[config.mk]
export PLATFORM = sky130hd
export DESIGN_NAME = sdba_ctrl_flat
export DESIGN_NICKNAME = d
export VERILOG_FILES = /design/src/rtl/core/sdba_pkg.sv /design/src/rtl/core/sdba_if.sv /design/src/rtl/core/sdba_ctrl.sv /design/src/flat_wrapper.sv
export SDC_FILE = /design/constraint.sdc
export NUM_CORES = 1
export LEC_CHECK = 0
export ABC_AREA = 1
export BUFFER_PORTS_ARGS = -buffer_cell sky130_fd_sc_hd__clkbuf_2
export CORE_AREA = 2 2 173 175
export DETAILED_ROUTE_END_ITERATION = 10
export DIE_AREA = 0 0 175 177
export GPL_TIMING_DRIVEN = 0
export SYNTH_ARGS = -nofsm -noshare
export SYNTH_HDL_FRONTEND = slang
export SYNTH_SLANG_ARGS = --single-unit
[constraint.sdc]
create_clock -name clock -period 7.3 [get_ports clock]
set_clock_uncertainty 0.15 [all_clocks]
set_input_delay 1.095 -clock clock [delete_from_list [all_inputs] [get_ports clock]]
set_output_delay 1.095 -clock clock [all_outputs]
set_load 0.05 [all_outputs]
[src/rtl/core/sdba_pkg.sv]
// slot directory bump allocator: shared types, codes and constants
// used by the directory cells, the controller, the top level, the checker and the bench
package sdba_pkg;

   localparam int unsigned SDBA_SLOT_COUNT = 64;
   localparam logic [15:0] SDBA_MEMORY_SIZE_RST = 16'd1024;
   localparam logic [7:0]  SDBA_RAW_LIMIT_RST = 8'd255;
   localparam logic [7:0]  DECODED_LEN = 8'd7;

   // end addresses and high-water mark carry one spare bit
   localparam int unsigned HW_W = 17;
   localparam int unsigned SUM_W = HW_W + 1;

   typedef enum logic [1:0] {
      CMD_STORE  = 2'd0,
      CMD_FETCH  = 2'd1,
      CMD_CLEAR  = 2'd2,
      CMD_FORMAT = 2'd3
   } cmd_type;

   typedef enum logic [1:0] {
      KIND_EMPTY   = 2'd0,
      KIND_DECODED = 2'd1,
      KIND_RAW     = 2'd2
   } kind_type;

   typedef enum logic [2:0] {
      STS_OK       = 3'd0,
      STS_BAD_SLOT = 3'd1,
      STS_EMPTY    = 3'd2,
      STS_FULL     = 3'd3,
      STS_UNUSED   = 3'd4,
      STS_BAD_LEN  = 3'd5
   } status_type;

   typedef enum logic {
      CSR_MEMORY_SIZE = 1'b0,
      CSR_RAW_LIMIT   = 1'b1
   } csr_idx_type;

   typedef struct packed {
      logic        used;
      logic        raw;
      logic [7:0]  length;
      logic [15:0] start;
   } entry_type;

   // scan token handed from cell to cell
   typedef struct packed {
      logic            valid;
      logic [HW_W-1:0] hw;
      logic [HW_W-1:0] hw_excl;
      entry_type       hit;
   } token_type;

   // directory write broadcast from the controller
   typedef struct packed {
      logic       fmt;
      logic       wen;
      logic [7:0] slot;
      entry_type  entry;
   } wr_type;

endpackage

[src/rtl/core/sdba_if.sv]
// slot directory bump allocator: request, response and register write channels
// plain valid/ready channels, no dependencies
interface sdba_req_if;
   logic       valid;
   logic       ready;
   logic [1:0] cmd;
   logic [7:0] slot;
   logic [1:0] signal_kind;
   logic [7:0] raw_length;

   modport source (output valid, cmd, slot, signal_kind, raw_length, input ready);
   modport sink (input valid, cmd, slot, signal_kind, raw_length, output ready);
endinterface

interface sdba_rsp_if;
   logic        valid;
   logic        ready;
   logic        ok;
   logic [2:0]  status;
   logic [15:0] payload_addr;
   logic [7:0]  payload_len;
   logic        is_raw;
   logic [15:0] free_bytes;

   modport source (output valid, ok, status, payload_addr, payload_len, is_raw, free_bytes,
                   input ready);
   modport sink (input valid, ok, status, payload_addr, payload_len, is_raw, free_bytes,
                 output ready);
endinterface

interface sdba_csr_if;
   logic        valid;
   logic        ready;
   logic        index;
   logic [15:0] data;

   modport source (output valid, index, data, input ready);
   modport sink (input valid, index, data, output ready);
endinterface

[src/rtl/core/sdba_ctrl.sv]
// slot directory bump allocator: request sequencer, decision logic and registers
// launches the scan token, applies the command when it returns; uses sdba_pkg, sdba_if
module sdba_ctrl import sdba_pkg::*; #(
   parameter int unsigned SLOT_COUNT = SDBA_SLOT_COUNT
) (
   input  logic          clock,
   input  logic          reset,
   sdba_req_if.sink      req,
   sdba_rsp_if.source    rsp,
   sdba_csr_if.sink      csr,
   output token_type     launch_tok,
   input  token_type     last_tok,
   output logic [7:0]    scan_slot,
   output wr_type        wr
);

   typedef enum logic [1:0] {IDLE, SCAN, RESPOND} state_type;

   typedef struct packed {
      logic        ok;
      logic [2:0]  status;
      logic [15:0] addr;
      logic [7:0]  len;
      logic        raw;
      logic [15:0] free;
   } result_type;

   state_type   state_ff, state_in;
   logic        launch_ff, launch_in;
   logic        rsp_valid_ff, rsp_valid_in;
   logic [1:0]  cmd_ff, cmd_in;
   logic [7:0]  slot_ff, slot_in;
   logic [1:0]  kind_ff, kind_in;
   logic [7:0]  rlen_ff, rlen_in;
   logic [15:0] mem_size_ff, mem_size_in;
   logic [7:0]  raw_limit_ff, raw_limit_in;
   result_type  pend_ff, pend_in;
   result_type  rsp_ff, rsp_in;

   status_type      st;
   logic [7:0]      want;
   logic            want_raw;
   logic            reuse;
   logic [15:0]     off;
   logic [SUM_W-1:0] sum;
   logic [HW_W-1:0] hw_new;
   logic [HW_W-1:0] mem_ext;
   result_type      res;
   wr_type          wr_d;

   assign mem_ext = HW_W'(mem_size_ff);

   // command decision once the token has seen every cell
   always_comb begin
      st = STS_OK;
      want = '0;
      want_raw = 1'b0;
      reuse = 1'b0;
      off = '0;
      sum = '0;
      hw_new = last_tok.hw;
      wr_d = '0;
      wr_d.slot = slot_ff;
      res = '0;
      if (cmd_ff == CMD_FORMAT) begin
         wr_d.fmt = 1'b1;
         hw_new = '0;
      end else if (slot_ff >= 8'(SLOT_COUNT)) begin
         st = STS_BAD_SLOT;
      end else begin
         case (cmd_ff)
            CMD_CLEAR: begin
               wr_d.wen = 1'b1;
               hw_new = last_tok.hw_excl;
            end
            CMD_FETCH: begin
               if (!last_tok.hit.used) begin
                  st = STS_UNUSED;
               end else if (last_tok.hit.raw) begin
                  if (last_tok.hit.length == 8'd0 || last_tok.hit.length > raw_limit_ff) begin
                     st = STS_BAD_LEN;
                  end
               end else if (last_tok.hit.length != DECODED_LEN) begin
                  st = STS_BAD_LEN;
               end
               if (st == STS_OK) begin
                  res.addr = last_tok.hit.start;
                  res.len = last_tok.hit.length;
                  res.raw = last_tok.hit.raw;
               end
            end
            CMD_STORE: begin
               if (kind_ff == KIND_DECODED) begin
                  want = DECODED_LEN;
               end else if (kind_ff == KIND_RAW && rlen_ff != 8'd0) begin
                  want = rlen_ff;
                  want_raw = 1'b1;
               end else begin
                  st = STS_EMPTY;
               end
               if (st == STS_OK) begin
                  reuse = last_tok.hit.used && last_tok.hit.length == want;
                  sum = SUM_W'(last_tok.hw) + SUM_W'(want);
                  off = reuse ? last_tok.hit.start : last_tok.hw[15:0];
                  if (!reuse && sum > SUM_W'(mem_size_ff)) begin
                     st = STS_FULL;
                  end
               end
               if (st == STS_OK) begin
                  wr_d.wen = 1'b1;
                  wr_d.entry.used = 1'b1;
                  wr_d.entry.raw = want_raw;
                  wr_d.entry.length = want;
                  wr_d.entry.start = off;
                  res.addr = off;
                  res.len = want;
                  res.raw = want_raw;
                  // a fresh placement sits on top of everything else
                  hw_new = reuse ? last_tok.hw : sum[HW_W-1:0];
               end
            end
            default: begin
            end
         endcase
      end
      res.ok = (st == STS_OK);
      res.status = st;
      res.free = (mem_ext > hw_new) ? 16'(mem_ext - hw_new) : 16'd0;
   end

   always_comb begin
      state_in = state_ff;
      launch_in = 1'b0;
      rsp_valid_in = rsp_valid_ff;
      cmd_in = cmd_ff;
      slot_in = slot_ff;
      kind_in = kind_ff;
      rlen_in = rlen_ff;
      mem_size_in = mem_size_ff;
      raw_limit_in = raw_limit_ff;
      pend_in = pend_ff;
      rsp_in = rsp_ff;

      if (rsp_valid_ff && rsp.ready) begin
         rsp_valid_in = 1'b0;
      end

      if (csr.valid) begin
         unique case (csr_idx_type'(csr.index))
            CSR_MEMORY_SIZE: mem_size_in = csr.data;
            CSR_RAW_LIMIT:   raw_limit_in = csr.data[7:0];
         endcase
      end

      unique case (state_ff)
         IDLE: begin
            if (req.valid) begin
               cmd_in = req.cmd;
               slot_in = req.slot;
               kind_in = req.signal_kind;
               rlen_in = req.raw_length;
               launch_in = 1'b1;
               state_in = SCAN;
            end
         end
         SCAN: begin
            if (last_tok.valid) begin
               pend_in = res;
               state_in = RESPOND;
            end
         end
         RESPOND: begin
            if (!rsp_valid_ff || rsp.ready) begin
               rsp_in = pend_ff;
               rsp_valid_in = 1'b1;
               state_in = IDLE;
            end
         end
         default: state_in = IDLE;
      endcase
   end

   always_ff @(posedge clock) begin
      if (reset) begin
         state_ff <= IDLE;
         launch_ff <= 1'b0;
         rsp_valid_ff <= 1'b0;
         mem_size_ff <= SDBA_MEMORY_SIZE_RST;
         raw_limit_ff <= SDBA_RAW_LIMIT_RST;
      end else begin
         state_ff <= state_in;
         launch_ff <= launch_in;
         rsp_valid_ff <= rsp_valid_in;
         mem_size_ff <= mem_size_in;
         raw_limit_ff <= raw_limit_in;
         cmd_ff <= cmd_in;
         slot_ff <= slot_in;
         kind_ff <= kind_in;
         rlen_ff <= rlen_in;
         pend_ff <= pend_in;
         rsp_ff <= rsp_in;
      end
   end

   always_comb begin
      wr = wr_d;
      if (!(state_ff == SCAN && last_tok.valid)) begin
         wr.wen = 1'b0;
         wr.fmt = 1'b0;
      end
   end

   always_comb begin
      launch_tok = '0;
      launch_tok.valid = launch_ff;
   end

   assign scan_slot = slot_ff;
   assign req.ready = (state_ff == IDLE);
   assign csr.ready = 1'b1;

   assign rsp.valid = rsp_valid_ff;
   assign rsp.ok = rsp_ff.ok;
   assign rsp.status = rsp_ff.status;
   assign rsp.payload_addr = rsp_ff.addr;
   assign rsp.payload_len = rsp_ff.len;
   assign rsp.is_raw = rsp_ff.raw;
   assign rsp.free_bytes = rsp_ff.free;

endmodule

[src/flat_wrapper.sv]
// flat-port wrapper written by rule: the top's interface ports become plain ports
module sdba_ctrl_flat import sdba_pkg::*;
#(
   parameter int unsigned SLOT_COUNT = SDBA_SLOT_COUNT
)
  (clock, reset, launch_tok, last_tok, scan_slot, wr, req_valid, req_cmd, req_slot, req_signal_kind, req_raw_length, req_ready, rsp_valid, rsp_ok, rsp_status, rsp_payload_addr, rsp_payload_len, rsp_is_raw, rsp_free_bytes, rsp_ready, csr_valid, csr_index, csr_data, csr_ready);
  sdba_req_if req_i ();
  sdba_rsp_if rsp_i ();
  sdba_csr_if csr_i ();
  input  logic clock;
  input  logic reset;
  output token_type launch_tok;
  input  token_type last_tok;
  output logic [7:0] scan_slot;
  output wr_type wr;
  input wire logic [$bits(req_i.valid)-1:0] req_valid;
  input wire logic [$bits(req_i.cmd)-1:0] req_cmd;
  input wire logic [$bits(req_i.slot)-1:0] req_slot;
  input wire logic [$bits(req_i.signal_kind)-1:0] req_signal_kind;
  input wire logic [$bits(req_i.raw_length)-1:0] req_raw_length;
  output wire logic [$bits(req_i.ready)-1:0] req_ready;
  output wire logic [$bits(rsp_i.valid)-1:0] rsp_valid;
  output wire logic [$bits(rsp_i.ok)-1:0] rsp_ok;
  output wire logic [$bits(rsp_i.status)-1:0] rsp_status;
  output wire logic [$bits(rsp_i.payload_addr)-1:0] rsp_payload_addr;
  output wire logic [$bits(rsp_i.payload_len)-1:0] rsp_payload_len;
  output wire logic [$bits(rsp_i.is_raw)-1:0] rsp_is_raw;
  output wire logic [$bits(rsp_i.free_bytes)-1:0] rsp_free_bytes;
  input wire logic [$bits(rsp_i.ready)-1:0] rsp_ready;
  input wire logic [$bits(csr_i.valid)-1:0] csr_valid;
  input wire logic [$bits(csr_i.index)-1:0] csr_index;
  input wire logic [$bits(csr_i.data)-1:0] csr_data;
  output wire logic [$bits(csr_i.ready)-1:0] csr_ready;
  assign req_i.valid = req_valid;
  assign req_i.cmd = req_cmd;
  assign req_i.slot = req_slot;
  assign req_i.signal_kind = req_signal_kind;
  assign req_i.raw_length = req_raw_length;
  assign req_ready = req_i.ready;
  assign rsp_valid = rsp_i.valid;
  assign rsp_ok = rsp_i.ok;
  assign rsp_status = rsp_i.status;
  assign rsp_payload_addr = rsp_i.payload_addr;
  assign rsp_payload_len = rsp_i.payload_len;
  assign rsp_is_raw = rsp_i.is_raw;
  assign rsp_free_bytes = rsp_i.free_bytes;
  assign rsp_i.ready = rsp_ready;
  assign csr_i.valid = csr_valid;
  assign csr_i.index = csr_index;
  assign csr_i.data = csr_data;
  assign csr_ready = csr_i.ready;
  sdba_ctrl #(.SLOT_COUNT(SLOT_COUNT)) u_core (.clock(clock), .reset(reset), .req(req_i), .rsp(rsp_i), .csr(csr_i), .launch_tok(launch_tok), .last_tok(last_tok), .scan_slot(scan_slot), .wr(wr));
endmodule
==> run metrics <==
vias in the first global route 7061; post-layout min period 6.731 ns; WL final 26710 um; Post-CTS Hold Buffers 0; PD cells 199.7 nW/um2; number of fill cells 2983; clock transition at the registers of the reported paths 0.07 ns; layout cells sized above 1 27.57%; static leakage 5.242 nW; Hold Crit Class register to register; post-detail-place hpwl 22220 um; Reg-to-Reg End u_core.pend_ff[8]; Synth Flop Type edfxtp_1; Post-synth ARST share 0%; I/O Buffers 194; Post-synth EDFFs 110; critical path arrival 6.77 ns; WL/cell 15.55 um; Die Height 177 um; post-synth design cell area 8656 um2; most frequent CP cell nand2_1; initial antenna violation count 6; reg-to-reg startpoint u_core.rlen_ff[7]; xor/xnor share of the synthesized area 2.732%; Reg2Reg Depth 47; data required time at the worst endpoint 7.33 ns; crit path kind register to register; synthesized instance count 1028; CTS Root Buffer Type clkbuf_16; status finished clean; die width 175 um; Tightest Pin Transition 0.7955 ns; Slew Limit Fails 0; Fmax 0.1486 GHz; nets 1465; sequential area share after synthesis 44.64%; post-synthesis simple-gate area fraction 21.29%; Final period util 92.21%; core region area 29240 um2; post-synthesis cell type count 38; largest family of logic cells by synthesized area simple AND/OR/NAND/NOR gates; first-pass GRT wire length 39340 um; CP max stage cell edfxtp_1; global route total overflow 0; Max-slew headroom 46.77%; initial DRC count 721; Ys Warns 0; Via density 4.508; area of the multi-input gates 3961 um2; Final ANT Viol Nets 0; CTS buffer count 17; Ports 256; FF/Latch Area 3864 um2; setup slack, reg-to-reg 0.57 ns; # setup viols final 0; crit path from u_core.rlen_ff[7]; Syn Area/Cell 8.420 um2; area grow syn2layout 27.80%; pre-CTS setup slack 0.2305 ns; maximum VDD drop 0.1020 mV; clk sink count 138; CTS tree done; Final Wtd Congestion 0.9173; total of max-cap violations 0; most frequent cells in the layout nand2_1, clkbuf_2, inv_1, edfxtp_1, a21oi_1; Final Hold Vio Count 0; Worst Setup End Kind register; Row Count 63; DRC 0; Critical Path Start Type register; # H-tree levels 4; Initial DRT Pass Iterations 5; Compound-Gate Fraction of Synth Area 10.99%; crit path max fanout 10; Vias 7744; largest net degree at the start of global routing 29; Power, Total 2.209 mW; #FFs+latches synth 138; Adder-Cell Fraction of Synth Area 7.546%; most common cell after layout, fill and taps aside nand2_1; full die area 30980 um2; Final WS setup 0.5690 ns; mux cell area share after synthesis 0%; Starting Density 29.60%; CTS max path bufs 2; Clk Latency, worst-skew pair 0.43 ns; CP endpoint u_core.pend_ff[8]; slowest stage delay, CP 0.44 ns; Total GRT Usage 16.89%
[power breakdown]
part / total [mW] / internal (mW) / switching (mW)
logic: 0.475 / 0.152 / 0.323
clock network: 0.844 / 0.476 / 0.368
registers: 0.889 / 0.876 / 0.0133
total: 2.21 / 1.50 / 0.705
[how the worst min path moves through the flow]
stage | start | end | slack, ns | cells past startpoint
floorplan | u_core.pend_ff[0] | u_core.rsp.free_bytes[0] | 0.25 | 0
global placement | u_core.pend_ff[33] | u_core.rsp.payload_addr[8] | 0.25 | 0
detailed placement | u_core.pend_ff[0] | u_core.rsp.free_bytes[0] | 0.25 | 0
CTS | u_core.pend_ff[28] | u_core.rsp.payload_addr[3] | 0.27 | 0
global route | u_core.pend_ff[8] | u_core.rsp.free_bytes[8] | 0.28 | 0
finish | u_core.pend_ff[28] | u_core.rsp.payload_addr[3] | 0.27 | 0
[metrics by stage]
step                      util [%]  cell area, um2  hold WS (ns)  cells   TNS [ns]
after detailed placement     35.69           10440        0.2545   1680          0
after floorplan                  -            8877        0.2503   1087          0
after global placement       35.34           10340        0.2509   1671     -69.40
after CTS                    37.62           11000        0.2694   1712          0
after global routing         37.81           11060        0.2762   1716  -0.001776
final                        37.83           11060        0.2676   1718          0
[metal layers]
layer	vias to the layer above	GRT usage (%)	part of all wire [%]
met1	3512	22.47	44
met4	4	4.931	1.8
met2	315	27.29	46
met3	36	4.102	7.7
met5	-	0	0.097
li1	3877	-	-
[sequential cells by signal, summed over array words and instances, names as in the netlist]
name and count:
u_core.pend_ff 45, u_core.rsp.valid 1, u_core.kind_ff 2, u_core.scan_slot 8, u_core.state_ff 2, u_core.rsp.free_bytes 16
u_core.cmd_ff 2, u_core.rsp.payload_len 8, u_core.mem_size_ff 16, u_core.rsp.ok 1, u_core.rlen_ff 8, u_core.rsp.status 3
u_core.rsp.payload_addr 16, u_core.launch_ff 1, u_core.raw_limit_ff 8, u_core.rsp.is_raw 1
[final cells by class]
type	instances	area share [%]
antenna	4	0.09049
timing repair buffer	205	9.637
multi-input combinational	733	35.81
inverter	118	4.038
tap	390	4.411
clock buffer	18	3.880
buffer	98	5.972
clock inverter	14	1.233
sequential	138	34.93
[synth_stat cells, types with 2 or more instances]
master / number / area (um2)
o211ai_1: 8 / 60.06
nand4_2: 2 / 25.02
nand4_1: 13 / 81.33
ha_1: 49 / 613.1
nand2_1: 209 / 784.5
o21bai_1: 4 / 30.03
a21oi_1: 96 / 480.5
conb_1: 2 / 7.510
inv_1: 115 / 431.7
a211oi_1: 2 / 15.01
nand2_4: 5 / 56.30
nor2_1: 94 / 352.8
a21o_1: 2 / 15.01
o22ai_1: 2 / 12.51
nor3_1: 6 / 30.03
buf_2: 10 / 50.05
o21ai_0: 56 / 280.3
nand2_2: 6 / 37.54
a31oi_1: 4 / 25.02
edfxtp_1: 110 / 3303
nor4_1: 7 / 43.79
buf_4: 70 / 525.5
fa_1: 2 / 40.04
nor2_4: 5 / 56.30
buf_6: 2 / 22.52
dfxtp_1: 28 / 560.5
nand3_2: 3 / 30.03
nor2_2: 12 / 75.07
xor2_1: 20 / 175.2
clkbuf_1: 15 / 56.30
xnor2_1: 7 / 61.31
inv_2: 3 / 11.26
nand3_1: 54 / 270.3
[logic make-up (layout without fill, tap and decap cells)]
group,after synthesis,in the layout
other,2,65
XOR/XNOR,27,27
AND/OR/NAND/NOR,416,416
flip-flops,138,138
adder cells (fa/ha/maj),51,51
buffers and inverters,216,453
AO/OA/AOI/OAI,178,178
[worst max-delay path: cells and delay by family (launching register included)]
family,cells,cell delay (ns)
AO/OA/AOI/OAI,6,0.94
adder cells (fa/ha/maj),4,1.31
AND/OR/NAND/NOR,33,2.93
XOR/XNOR,1,0.25
buffers and inverters,3,0.42
flip-flops,1,0.44
[timing repair]
item | 4_1_cts | 5_1_grt
buffers inserted | 0 | 2
endpoints found under the setup margin | 0 | 16
hold endpoints to repair | 0 | 0
gates resized for setup | 0 | 13
Power figures use the tool's default switching activity.
