## src/rtl/core/sdba_pkg.sv

```systemverilog
// slot directory bump allocator: shared types, codes and constants
// used by the directory cells, the controller, the top level, the checker and the bench
package sdba_pkg;

   localparam int unsigned SDBA_SLOT_COUNT = 64;
   localparam logic [15:0] SDBA_MEMORY_SIZE_RST = 16'd1024;
   localparam logic [7:0]  SDBA_RAW_LIMIT_RST = 8'd255;
   localparam logic [7:0]  DECODED_LEN = 8'd7;

   // end addresses and high-water mark carry one spare bit
   localparam int unsigned HW_W = 17;
   localparam int unsigned SUM_W = HW_W + 1;

   typedef enum logic [1:0] {
      CMD_STORE  = 2'd0,
      CMD_FETCH  = 2'd1,
      CMD_CLEAR  = 2'd2,
      CMD_FORMAT = 2'd3
   } cmd_type;

   typedef enum logic [1:0] {
      KIND_EMPTY   = 2'd0,
      KIND_DECODED = 2'd1,
      KIND_RAW     = 2'd2
   } kind_type;

   typedef enum logic [2:0] {
      STS_OK       = 3'd0,
      STS_BAD_SLOT = 3'd1,
      STS_EMPTY    = 3'd2,
      STS_FULL     = 3'd3,
      STS_UNUSED   = 3'd4,
      STS_BAD_LEN  = 3'd5
   } status_type;

   typedef enum logic {
      CSR_MEMORY_SIZE = 1'b0,
      CSR_RAW_LIMIT   = 1'b1
   } csr_idx_type;

   typedef struct packed {
      logic        used;
      logic        raw;
      logic [7:0]  length;
      logic [15:0] start;
   } entry_type;

   // scan token handed from cell to cell
   typedef struct packed {
      logic            valid;
      logic [HW_W-1:0] hw;
      logic [HW_W-1:0] hw_excl;
      entry_type       hit;
   } token_type;

   // directory write broadcast from the controller
   typedef struct packed {
      logic       fmt;
      logic       wen;
      logic [7:0] slot;
      entry_type  entry;
   } wr_type;

endpackage

```

## src/rtl/core/sdba_cell.sv

```systemverilog
// slot directory bump allocator: one directory cell
// holds one slot entry and folds it into the scan token passing by; uses sdba_pkg
module sdba_cell import sdba_pkg::*; #(
   parameter int unsigned IDX = 0
) (
   input  logic      clock,
   input  logic      reset,
   input  logic [7:0] scan_slot,
   input  wr_type    wr,
   input  token_type prev_tok,
   output token_type next_tok
);

   entry_type entry_ff, entry_in;
   token_type tok_ff, tok_in;
   logic [HW_W-1:0] end_addr;
   logic here;

   assign here = (scan_slot == 8'(IDX));
   assign end_addr = HW_W'(entry_ff.start) + HW_W'(entry_ff.length);

   always_comb begin
      tok_in.valid = prev_tok.valid;
      tok_in.hw = (entry_ff.used && end_addr > prev_tok.hw) ? end_addr : prev_tok.hw;
      // high-water mark as it would be without this request's own slot
      tok_in.hw_excl = (entry_ff.used && !here && end_addr > prev_tok.hw_excl) ?
                       end_addr : prev_tok.hw_excl;
      tok_in.hit = here ? entry_ff : prev_tok.hit;
   end

   always_comb begin
      entry_in = entry_ff;
      if (wr.fmt) begin
         entry_in = '0;
      end else if (wr.wen && wr.slot == 8'(IDX)) begin
         entry_in = wr.entry;
      end
   end

   always_ff @(posedge clock) begin
      if (reset) begin
         entry_ff <= '0;
         tok_ff.valid <= 1'b0;
      end else begin
         entry_ff <= entry_in;
         tok_ff <= tok_in;
      end
   end

   assign next_tok = tok_ff;

endmodule

```

## config.mk

```make
export PLATFORM = sky130hd
export DESIGN_NAME = sdba_cell
export DESIGN_NICKNAME = d
export VERILOG_FILES = /design/src/rtl/core/sdba_pkg.sv /design/src/rtl/core/sdba_cell.sv
export SDC_FILE = /design/constraint.sdc
export NUM_CORES = 1
export LEC_CHECK = 0
export ABC_CLOCK_PERIOD_IN_PS = 4100
export BUFFER_PORTS_ARGS = -buffer_cell sky130_fd_sc_hd__buf_2
export CAP_MARGIN = 25
export CORE_ASPECT_RATIO = 1.25
export CORE_MARGIN = 2
export CORE_UTILIZATION = 26
export DETAILED_ROUTE_END_ITERATION = 10
export GPL_ROUTABILITY_DRIVEN = 0
export HOLD_SLACK_MARGIN = 0.12
export PLACE_DENSITY = 0.47
export RECOVER_POWER = 100
export SETUP_SLACK_MARGIN = 0.15
export SLEW_MARGIN = 20
export SYNTH_ARGS = -nofsm -noshare
export SYNTH_HDL_FRONTEND = slang
export SYNTH_SLANG_ARGS = --single-unit
export TNS_END_PERCENT = 50
```

## constraint.sdc

```tcl
create_clock -name clock -period 4.1 [get_ports clock]
set_input_delay 0.205 -clock clock [delete_from_list [all_inputs] [get_ports clock]]
set_output_delay 0.205 -clock clock [all_outputs]
set_load 0.005 [all_outputs]
```

==> qor.yml, run 1 <==
run_status:
  status: "complete, but fails checks"
  violations: "max-capacitance violations, max-slew violations"
setup_path:
  cp_max_fo: 17
  r2r-start: "entry_ff[0]"
  endpoint_kind: "flip-flop"
  slowest_stage: "fa_2"
  cp.required_ps: 4190
  crit_chain: "ha_2 -> fa_2 -> a21o_1 -> o21ai_2 -> a32oi_2 -> nand2_1 -> xnor2_1 -> ha_1 -> and3_1 -> a221o_1 -> a221oi_1 -> o21ai_0 -> and3_1 -> buf_12 -> mux2_4"
  crit_buf_inv: 1
  reg2reg_slack_ps: 340
  cpPeakStageDelay_ps: 350
  crit_top_cell: "and3_1"
  critical_path_arrival_ps: 3850
  path_class: "reg2reg"
  cp-start-kind: "flip-flop"
  cp_top_family: "compound AO/OA/AOI/OAI gates"
  r2r_end: "next_tok[49]"
  r2r_cells: 15
clocking:
  cts_sinks: 87
  clkTransAtPathRegs_ps: 70
  h-tree-depth: 3
  clkLatencyLatePin_ps: 350
  clockBufferDepth: 2
  root_buffer: "clkbuf_16"
  cts_buffers: 9
  cts_tree: "done"
sta:
  finalSetupViolations: 0
  fmax_mhz: 266
  hold_viol: 0
  tightest_slew_ps: 1950
  finalCriticalPeriod_ps: 3760
  period_share_pct: 91.6
  fin_skew_ps: 10.3
  rsz0062_at_grt: "false"
  holdWs_ps: 154
  timing_max_transition_violations_final: 90
  slew_headroom_pct: -30.2
  fin_ws_ps: 345
  finalSetupTns_ps: 0
power_and_ir_drop:
  p_int_mw: 1.54
  swShare_pct: 22.0
  p_seq_share_pct: 51.1
  p_comb_share_pct: 10.3
  power_frac_clock_pct: 38.6
  power.switching_uw: 434
  p_per_area_nw_per_um2: 300
  power_leakage_nw: 3.11
  ir_drop_mv: 0.139
synthesis:
  synth_area_leaders: "edfxtp_1, mux2_2, dfxtp_1"
  synth_cell_types: 40
  yosys_warnings: 0
  synth_area_um2: 4830
  yosysTopAreaCellShare_pct: 37.3
  synth-seq-cells: 87
  syn_avg_cell_area_um2: 12.2
  async_reset_ff_share_pct: 0
  synth_fa_ha_area_share_pct: 11.3
  syn_inst: 395
  yosysMostFrequentCell: "edfxtp_1"
  synth-seq-area-share_pct: 48.5
  synthMuxAreaShare_pct: 20.2
  yosys.area_share.simple_pct: 7.54
  yosysTopAreaCell: "edfxtp_1"
  synth_edf_count: 60
  ys_top_cells_by_count: "edfxtp_1, mux2_2, ha_1"
  syn-num-nets: 545
  synth_flop_cell: "edfxtp_1"
  synth-compound-area-share_pct: 5.62
  synth_top_family_by_area: "multiplexers"
  synthXorXnorAreaFrac_pct: 2.54
cells_and_area:
  final_nets: 753
  nFillCells: 1894
  ff_latch_area_um2: 2340
  area_growth_pct: 35.8
  final_area_um2: 6560
  antennaDiodeCount: 0
  multi_input_area_um2: 2340
  utilization_pct: 36.1
  layout-drive-gt1-share_pct: 37.5
flow_run:
  drv_cap: 3
placed_design:
  placed_cell_area_um2: 5990
  port_buffers: 167
  hpwl_mm: 10.4
  dp_slack_ps: -20.3
drt:
  wl_mm: 13.1
  drc: 0
  ant_nets: 0
  wl_per_cell_um: 15.6
  vias: 3762
  routed_via_density: 4.50
  drt_iter0_drc: 131
  dr.pass1.iters: 4
global_routing:
  grt.total_usage_pct: 13.3
  grt_max_degree: 35
  grt-ovfl-total: 0
  antenna_found_initial: 0
  grt_pass1_vias: 3864
  grt_pass1_wl_mm: 20.1
floorplan:
  die_w_um: 126
  num_rows: 55
  die_h_um: 156
  core-area_um2: 18200
  dieArea_um2: 19700
  initial_utilization_pct: 26.6
  io_pins: 168
worst_hold_path:
  hold_end: "next_tok[12]"
  hold_start: "prev_tok[12]"
  hold_path_depth: 2
  hold_path_class: "in2reg"
registers in the layout (all words and copies together), names as in the netlist:
signal    flops
next_tok     61
entry_ff     26
logic make-up (layout without fill, tap and decap cells):
logic type	count (synthesis)	in the layout
buffers and inverters	48	261
muxes	86	86
and+or+nand+nor	77	77
DFF	87	87
xor gates and xnor gates	14	14
adders and majority gates	43	43
AOI/OAI and AO/OA	40	40
worst max path at each step:
stage               cells past startpoint            to  slack (ps)         start
floorplan                              16  next_tok[49]         200   entry_ff[0]
global placement                       15  next_tok[52]         -70   entry_ff[0]
detailed placement                     15  next_tok[53]         -20   entry_ff[0]
CTS                                    14  next_tok[53]         170  entry_ff[17]
global route                           14  next_tok[51]          80  entry_ff[20]
finish                                 15  next_tok[49]         340   entry_ff[0]
cell usage in the layout (no fill, tap or decap), drive strengths merged:
| cell | count |
|---|---|
| a2111oi | 2 |
| nor3 | 5 |
| a211oi | 4 |
| nor2b | 1 |
| inv | 38 |
| o21ai | 9 |
| dlygate4sd3 | 28 |
| or2 | 1 |
| nand3 | 5 |
| and3 | 4 |
| nand2 | 13 |
| o211ai | 1 |
| fa | 1 |
| o2111ai | 1 |
| o211a | 1 |
| ha | 42 |
| nand4b | 1 |
| dfxtp | 27 |
| a221oi | 1 |
| nand4 | 6 |
| buf | 143 |
| edfxtp | 60 |
| a221o | 1 |
| nor2 | 33 |
| xor2 | 7 |
| nor4 | 4 |
| and4 | 3 |
| a32oi | 1 |
| xnor2 | 7 |
| mux2 | 60 |
| a41oi | 1 |
| mux2i | 26 |
| a21o | 5 |
| clkbuf | 52 |
| a21oi | 12 |
| a31oi | 1 |
| nand2b | 1 |
power by group through the flow:
stage / combinational [mW] / sequential [mW] / clock (mW)
final: 0.203 / 1.01 / 0.760
after global routing: 0.226 / 1.01 / 0.819
after CTS: 0.215 / 1.01 / 0.785
after detailed placement: 0.193 / 1.02 / 0
after global placement: 0.191 / 1.02 / 0
after floorplan: 0.0649 / 1.03 / 0
timing repair:
item / 4_1_cts / 5_1_grt
endpoints found under the hold margin: 27 / 0
resized for setup: 6 / 10
hold buffers: 28 / 0
setup endpoints to repair: 34 / 34
pin swaps: 1 / 0
setup buffers: 0 / 2
per-stage QoR:
| stage | std cells | power [mW] |
|---|---|---|
| 6_report | 836 | 1.97 |
| 5_1_grt | 836 | 2.06 |
| 4_1_cts | 834 | 2.01 |
| 3_5_place_dp | 790 | 1.22 |
| 3_3_place_gp | 790 | 1.21 |
| 2_1_floorplan | 395 | 1.10 |
area by class of cell:
cell class	instances	area share [%]
Clock buffer	15	3.93
Clock inverter	1	0.0953
Inverter	37	2.12
Multi-Input combinational cell	260	35.7
Sequential cell	87	35.7
Tap cell	228	4.35
Timing Repair Buffer	208	18.1
metal layers:
metal	up-vias	GRT usage, %	part of all wire, %
li1	1866	-	-
met1	1784	14.9	40
met2	95	24.6	54
met3	17	2.39	3.7
met4	0	5.91	2.3
met5	-	0	0
(Power assumes the default switching activity.)
==> inputs of run 2 (changes only) <==
Settings changed: CORE_UTILIZATION 26 to 46, GPL_TIMING_DRIVEN from default to 0, PLACE_DENSITY 0.47 to 0.75.
==> run 2 against run 1 <==
  * The run still ends with max-capacitance violations, max-slew violations left
  * Combinational power barely moved
  * Via count rose by 3.8%
  * Maximum frequency fell by 4.5%
  * Critical path depth rose by 1
  * Clock skew fell by 5.6 ps
  * Critical endpoint is now next_tok[57]
  * Largest power group unchanged
==> qor.yml, run 2 (same netlist as run 1, synthesis figures left out) <==
run_status:
  status: "complete, but fails checks"
  violations: "max-capacitance violations, max-slew violations"
cells_and_area:
  layout_common_cells: "buf_2, edfxtp_1, mux2_2, clkbuf_1, inv_1"
  mostFrequentLayoutCell: "buf_2"
  final_nets: 767
  layout-drive-gt1-share_pct: 43.1
  area_growth_pct: 39.8
  utilization_pct: 66.5
  final_cells: 751
  final_area_um2: 6760
  nFillCells: 795
  antennaDiodeCount: 0
  largest_reg_flops: 61
floorplan:
  io_pins: 168
  core-area_um2: 10200
  die_w_um: 95.7
  die_h_um: 119
  dieArea_um2: 11300
  initial_utilization_pct: 47.6
  num_rows: 41
drt:
  drt_iter0_drc: 103
  dr.pass1.iters: 4
  wl_per_cell_um: 16.9
  vias: 3904
  routed_via_density: 5.20
  ant_nets: 0
  wl_mm: 12.7
  drc: 0
placed_design:
  placedCellCount: 691
  placed_cell_area_um2: 5830
  hpwl_mm: 8.96
  port_buffers: 167
worst_hold_path:
  hold_path_class: "in2reg"
global_routing:
  grt_max_degree: 61
  grt.total_usage_pct: 22.0
  grt_pass1_vias: 4068
  grt-ovfl-total: 0
  antenna_found_initial: 0
  grt_pass1_wl_mm: 19.1
sta:
  fmax_mhz: 254
  rsz0062_at_grt: "true"
  holdWs_ps: 123
  finalCriticalPeriod_ps: 3930
  period_share_pct: 95.9
  timing_max_transition_violations_final: 61
  hold_viol: 0
  finalSetupViolations: 0
  finalSetupTns_ps: 0
  fin_skew_ps: 4.69
  slew_headroom_pct: -58.7
  tightest_slew_ps: 2380
power_and_ir_drop:
  p_per_area_nw_per_um2: 301
  p_int_mw: 1.60
  power_leakage_nw: 3.23
  power.switching_uw: 427
  swShare_pct: 21.0
  p_seq_share_pct: 49.5
  ir_drop_mv: 0.223
  power_frac_clock_pct: 40.5
  p_comb_share_pct: 10.0
clocking:
  root_buffer: "clkbuf_16"
  cts_tree: "done"
  clkLatencyLatePin_ps: 330
  h-tree-depth: 3
  cts_sinks: 87
  clkTransAtPathRegs_ps: 60
  clockBufferDepth: 2
  cts_buffers: 9
flow_run:
  drv_cap: 1
setup_path:
  path_class: "reg2reg"
  cp.required_ps: 4180
  critical_path_arrival_ps: 4010
  cp_max_fo: 5
  endpoint_kind: "flip-flop"
  cp-start-kind: "flip-flop"
[run 2: layer usage]
metal / GRT usage [%] / share of wire, % / vias to the layer above
met4: 9.38 / 2.5 / 0
met2: 40.7 / 55 / 122
met5: 0 / 0 / -
met1: 23.2 / 38 / 1860
li1: - / - / 1897
met3: 4.59 / 4.8 / 25
[run 2: timing repair]
action,in CTS,in global routing
pin swaps,16,15
resized for setup,27,21
hold buffers,23,0
setup buffers,10,9
endpoints found under the setup margin,34,34
cloned,0,2
endpoints found under the hold margin,22,0
[run 2: layout make-up]
| class | instances | area (µm²) | area share, % |
|---|---|---|---|
| Clock inverter | 2 | 8.76 | 0.130 |
| Clock buffer | 14 | 297 | 4.39 |
| Sequential cell | 87 | 2350 | 34.8 |
| Inverter | 37 | 139 | 2.06 |
| Multi-Input combinational cell | 260 | 2520 | 37.3 |
| Tap cell | 129 | 161 | 2.39 |
| Timing Repair Buffer | 211 | 1210 | 17.9 |
| Buffer | 11 | 72.6 | 1.07 |
[run 2: worst max-delay path, cell delays in order, from the launching register on]
cell and delay [ps]:
dfxtp_4 350, ha_4 160, fa_2 340, a21o_1 200, o21ai_4 150, a32oi_2 200
nand3_4 160, xnor2_4 150, ha_4 230, and3_4 170, a221o_1 370, a221oi_2 320
o21ai_1 100, and3_1 180, buf_6 130, clkbuf_16 150, mux2_1 310
[run 2: power by group through the flow]
stage               clock network [mW]  logic, mW  registers, mW
floorplan                            0     0.0649           1.03
global placement                     0      0.182           1.02
detailed placement                   0      0.188           1.02
CTS                              0.833      0.208           1.00
global route                     0.869      0.223           1.01
finish                           0.823      0.203           1.01
[run 2: worst paths after layout]
check	from	endpoint	slack [ps]	depth (start not counted)
max reg2reg	entry_ff[16]	next_tok[57]	170	16
min reg2reg	entry_ff[24]	entry_ff[24]	520	2
max	entry_ff[16]	next_tok[57]	170	16
min	wr[0]	entry_ff[0]	120	3
[run 2: stage by stage]
step | worst slack, ps | power [mW]
after floorplan | 202 | 1.10
after global placement | -313 | 1.20
after detailed placement | -347 | 1.21
after CTS | 150 | 2.04
after global routing | 66.4 | 2.10
final | 167 | 2.03
==> inputs of run 3 (changes only) <==
Settings changed: BUFFER_PORTS_ARGS -buffer_cell sky130_fd_sc_hd__buf_2 to default, CORE_ASPECT_RATIO 1.25 to 1.5, CORE_UTILIZATION 46 to 55, DONT_BUFFER_PORTS from default to 1, PLACE_DENSITY 0.75 to 0.71.
==> run 3 against run 2 <==
  * The flow still finishes with violations (max-capacitance violations, max-slew violations)
  * Wire length increased by 0.12%
  * Total power decreased by 2.4%
  * Highest routed layer unchanged
  * Clock-buffer cell count unchanged
  * Clock power decreased by 2%
  * Cell count decreased by 17%
  * Critical path depth unchanged
  * Design area decreased by 3.4%
==> qor.yml, run 3 (same netlist as run 1, synthesis figures left out) <==
drt:
  wl_mm: 12.7
  vias: 3548
  drt_iter0_drc: 142
  wl_per_cell_um: 20.4
  routed_via_density: 5.70
  dr.pass1.iters: 5
  ant_nets: 0
  drc: 0
power_and_ir_drop:
  power.switching_uw: 409
  p_per_area_nw_per_um2: 304
  swShare_pct: 20.6
  p_seq_share_pct: 51.6
  p_comb_share_pct: 7.8
  power_leakage_nw: 2.87
  ir_drop_mv: 0.305
  power_frac_clock_pct: 40.6
  p_int_mw: 1.57
cells_and_area:
  largest_reg_flops: 61
  layout-drive-gt1-share_pct: 24.0
  layout_common_cells: "dlygate4sd3_1, edfxtp_1, mux2_2, inv_1, ha_1"
  area_growth_pct: 35.1
  mostFrequentLayoutCell: "dlygate4sd3_1"
  antennaDiodeCount: 0
  final_cells: 623
  nFillCells: 532
  final_nets: 661
global_routing:
  grt_pass1_wl_mm: 19.2
  grt.total_usage_pct: 26.5
  grt_max_degree: 61
  grt_busiest_layer: "met2"
  grt-ovfl-total: 0
  met3_usage_pct: 5.73
  use_met2_pct: 46.7
  met1_usage_pct: 30.3
  antenna_found_initial: 0
  grt_pass1_vias: 3844
run_status:
  status: "complete, but fails checks"
  violations: "max-capacitance violations, max-slew violations"
clocking:
  h-tree-depth: 3
  clkTransAtPathRegs_ps: 60
  clockBufferDepth: 2
  cts_tree: "done"
  clkLatencyLatePin_ps: 330
  root_buffer: "clkbuf_16"
  cts_sinks: 87
  cts_buffers: 9
worst_hold_path:
  hold_end: "entry_ff[0]"
  hold_path_depth: 3
  hold_start: "reset"
  hold_path_class: "in2reg"
floorplan:
  initial_utilization_pct: 57.1
  dieArea_um2: 9560
  core-area_um2: 8460
  die_h_um: 119
  num_rows: 41
  die_w_um: 80.5
  io_pins: 168
setup_path:
  cp_max_fo: 10
  r2r_cells: 16
  path_class: "reg2reg"
  r2r_end: "next_tok[50]"
  cp.required_ps: 4180
  critical_path_arrival_ps: 4050
  cp-start-kind: "flip-flop"
  cp_top_family: "compound AO/OA/AOI/OAI gates"
  reg2reg_slack_ps: 130
  endpoint_kind: "flip-flop"
  crit_top_cell: "ha_4"
  crit_chain: "ha_4 -> fa_2 -> a21o_1 -> o21ai_4 -> a32oi_4 -> nand3_2 -> xnor2_2 -> ha_4 -> and3_4 -> a221o_1 -> a221oi_2 -> o21ai_1 -> and3_1 -> buf_6 -> buf_12 -> mux2_4"
  cpPeakStageDelay_ps: 370
  slowest_stage: "a221o_1"
  r2r-start: "entry_ff[16]"
  crit_buf_inv: 2
sta:
  finalSetupViolations: 0
  rsz0062_at_grt: "true"
  fin_skew_ps: 9.84
  period_share_pct: 96.9
  finalSetupTns_ps: 0
  finalCriticalPeriod_ps: 3970
  slew_headroom_pct: -76.2
  tightest_slew_ps: 2630
  fmax_mhz: 252
  hold_viol: 0
  timing_max_transition_violations_final: 61
placed_design:
  hpwl_mm: 7.79
  placedCellCount: 502
  port_buffers: 0
flow_run:
  drv_cap: 1
[run 3: repair_timing]
item                       in CTS  in global routing
hold buffers                   88                  0
pin swaps                      14                 15
setup endpoints to repair      34                 34
hold endpoints to repair       87                  0
buffers inserted               12                  5
gates resized for setup        25                 18
[run 3: through the flow]
stage / worst slack [ps] / area (µm²) / hold WS, ps / util (%) / power [mW]
after floorplan: 202 / 4830 / 277 / - / 1.10
after global placement: -382 / 4960 / 280 / 58.7 / 1.11
after detailed placement: -402 / 4970 / 281 / 58.7 / 1.12
after CTS: 146 / 6390 / 382 / 75.5 / 1.98
after global routing: 25.0 / 6530 / 453 / 77.1 / 2.04
final: 128 / 6530 / 453 / 77.1 / 1.98
[run 3: power groups by stage]
stage	sequential [mW]	clock [mW]	combinational [mW]
CTS	1.02	0.812	0.150
finish	1.02	0.805	0.155
global route	1.03	0.847	0.168
floorplan	1.03	0	0.0649
global placement	1.04	0	0.0755
detailed placement	1.04	0	0.0797
[run 3: cell type report]
class	count	area (µm²)	area share (%)
inverters	37	140	2.15
clock inverters	2	11.3	0.173
repair buffers	105	1020	15.6
plain buffers	11	72.6	1.11
flip-flops and latches	87	2350	36.0
multi-input cells	260	2510	38.5
clock buffers	14	285	4.37
well taps	107	134	2.05
[run 3: worst max path at each step]
stage                  from  slack (ps)  cells past startpoint           end
4_1_cts        entry_ff[16]         150                     16  next_tok[49]
3_5_place_dp    entry_ff[0]        -400                     14  next_tok[39]
6_report       entry_ff[16]         130                     16  next_tok[50]
5_1_grt        entry_ff[16]          20                     15  next_tok[26]
2_1_floorplan   entry_ff[0]         200                     16  next_tok[49]
3_3_place_gp    entry_ff[0]        -380                     14  next_tok[34]
[run 3: worst min-delay path: cells and delay by family]
family,cells,cell delay [ps]
buffers and inverters,1,360
and+or+nand+nor,2,180
[run 3: layer usage]
| metal | share of wire (%) | routed length [µm] | vias to the layer above |
|---|---|---|---|
| met2 | 54 | 6810 | 141 |
| met3 | 5.0 | 637 | 28 |
| li1 | - | - | 1678 |
| met1 | 39 | 4910 | 1701 |
| met5 | 0 | 0 | - |
| met4 | 2.7 | 342 | 0 |
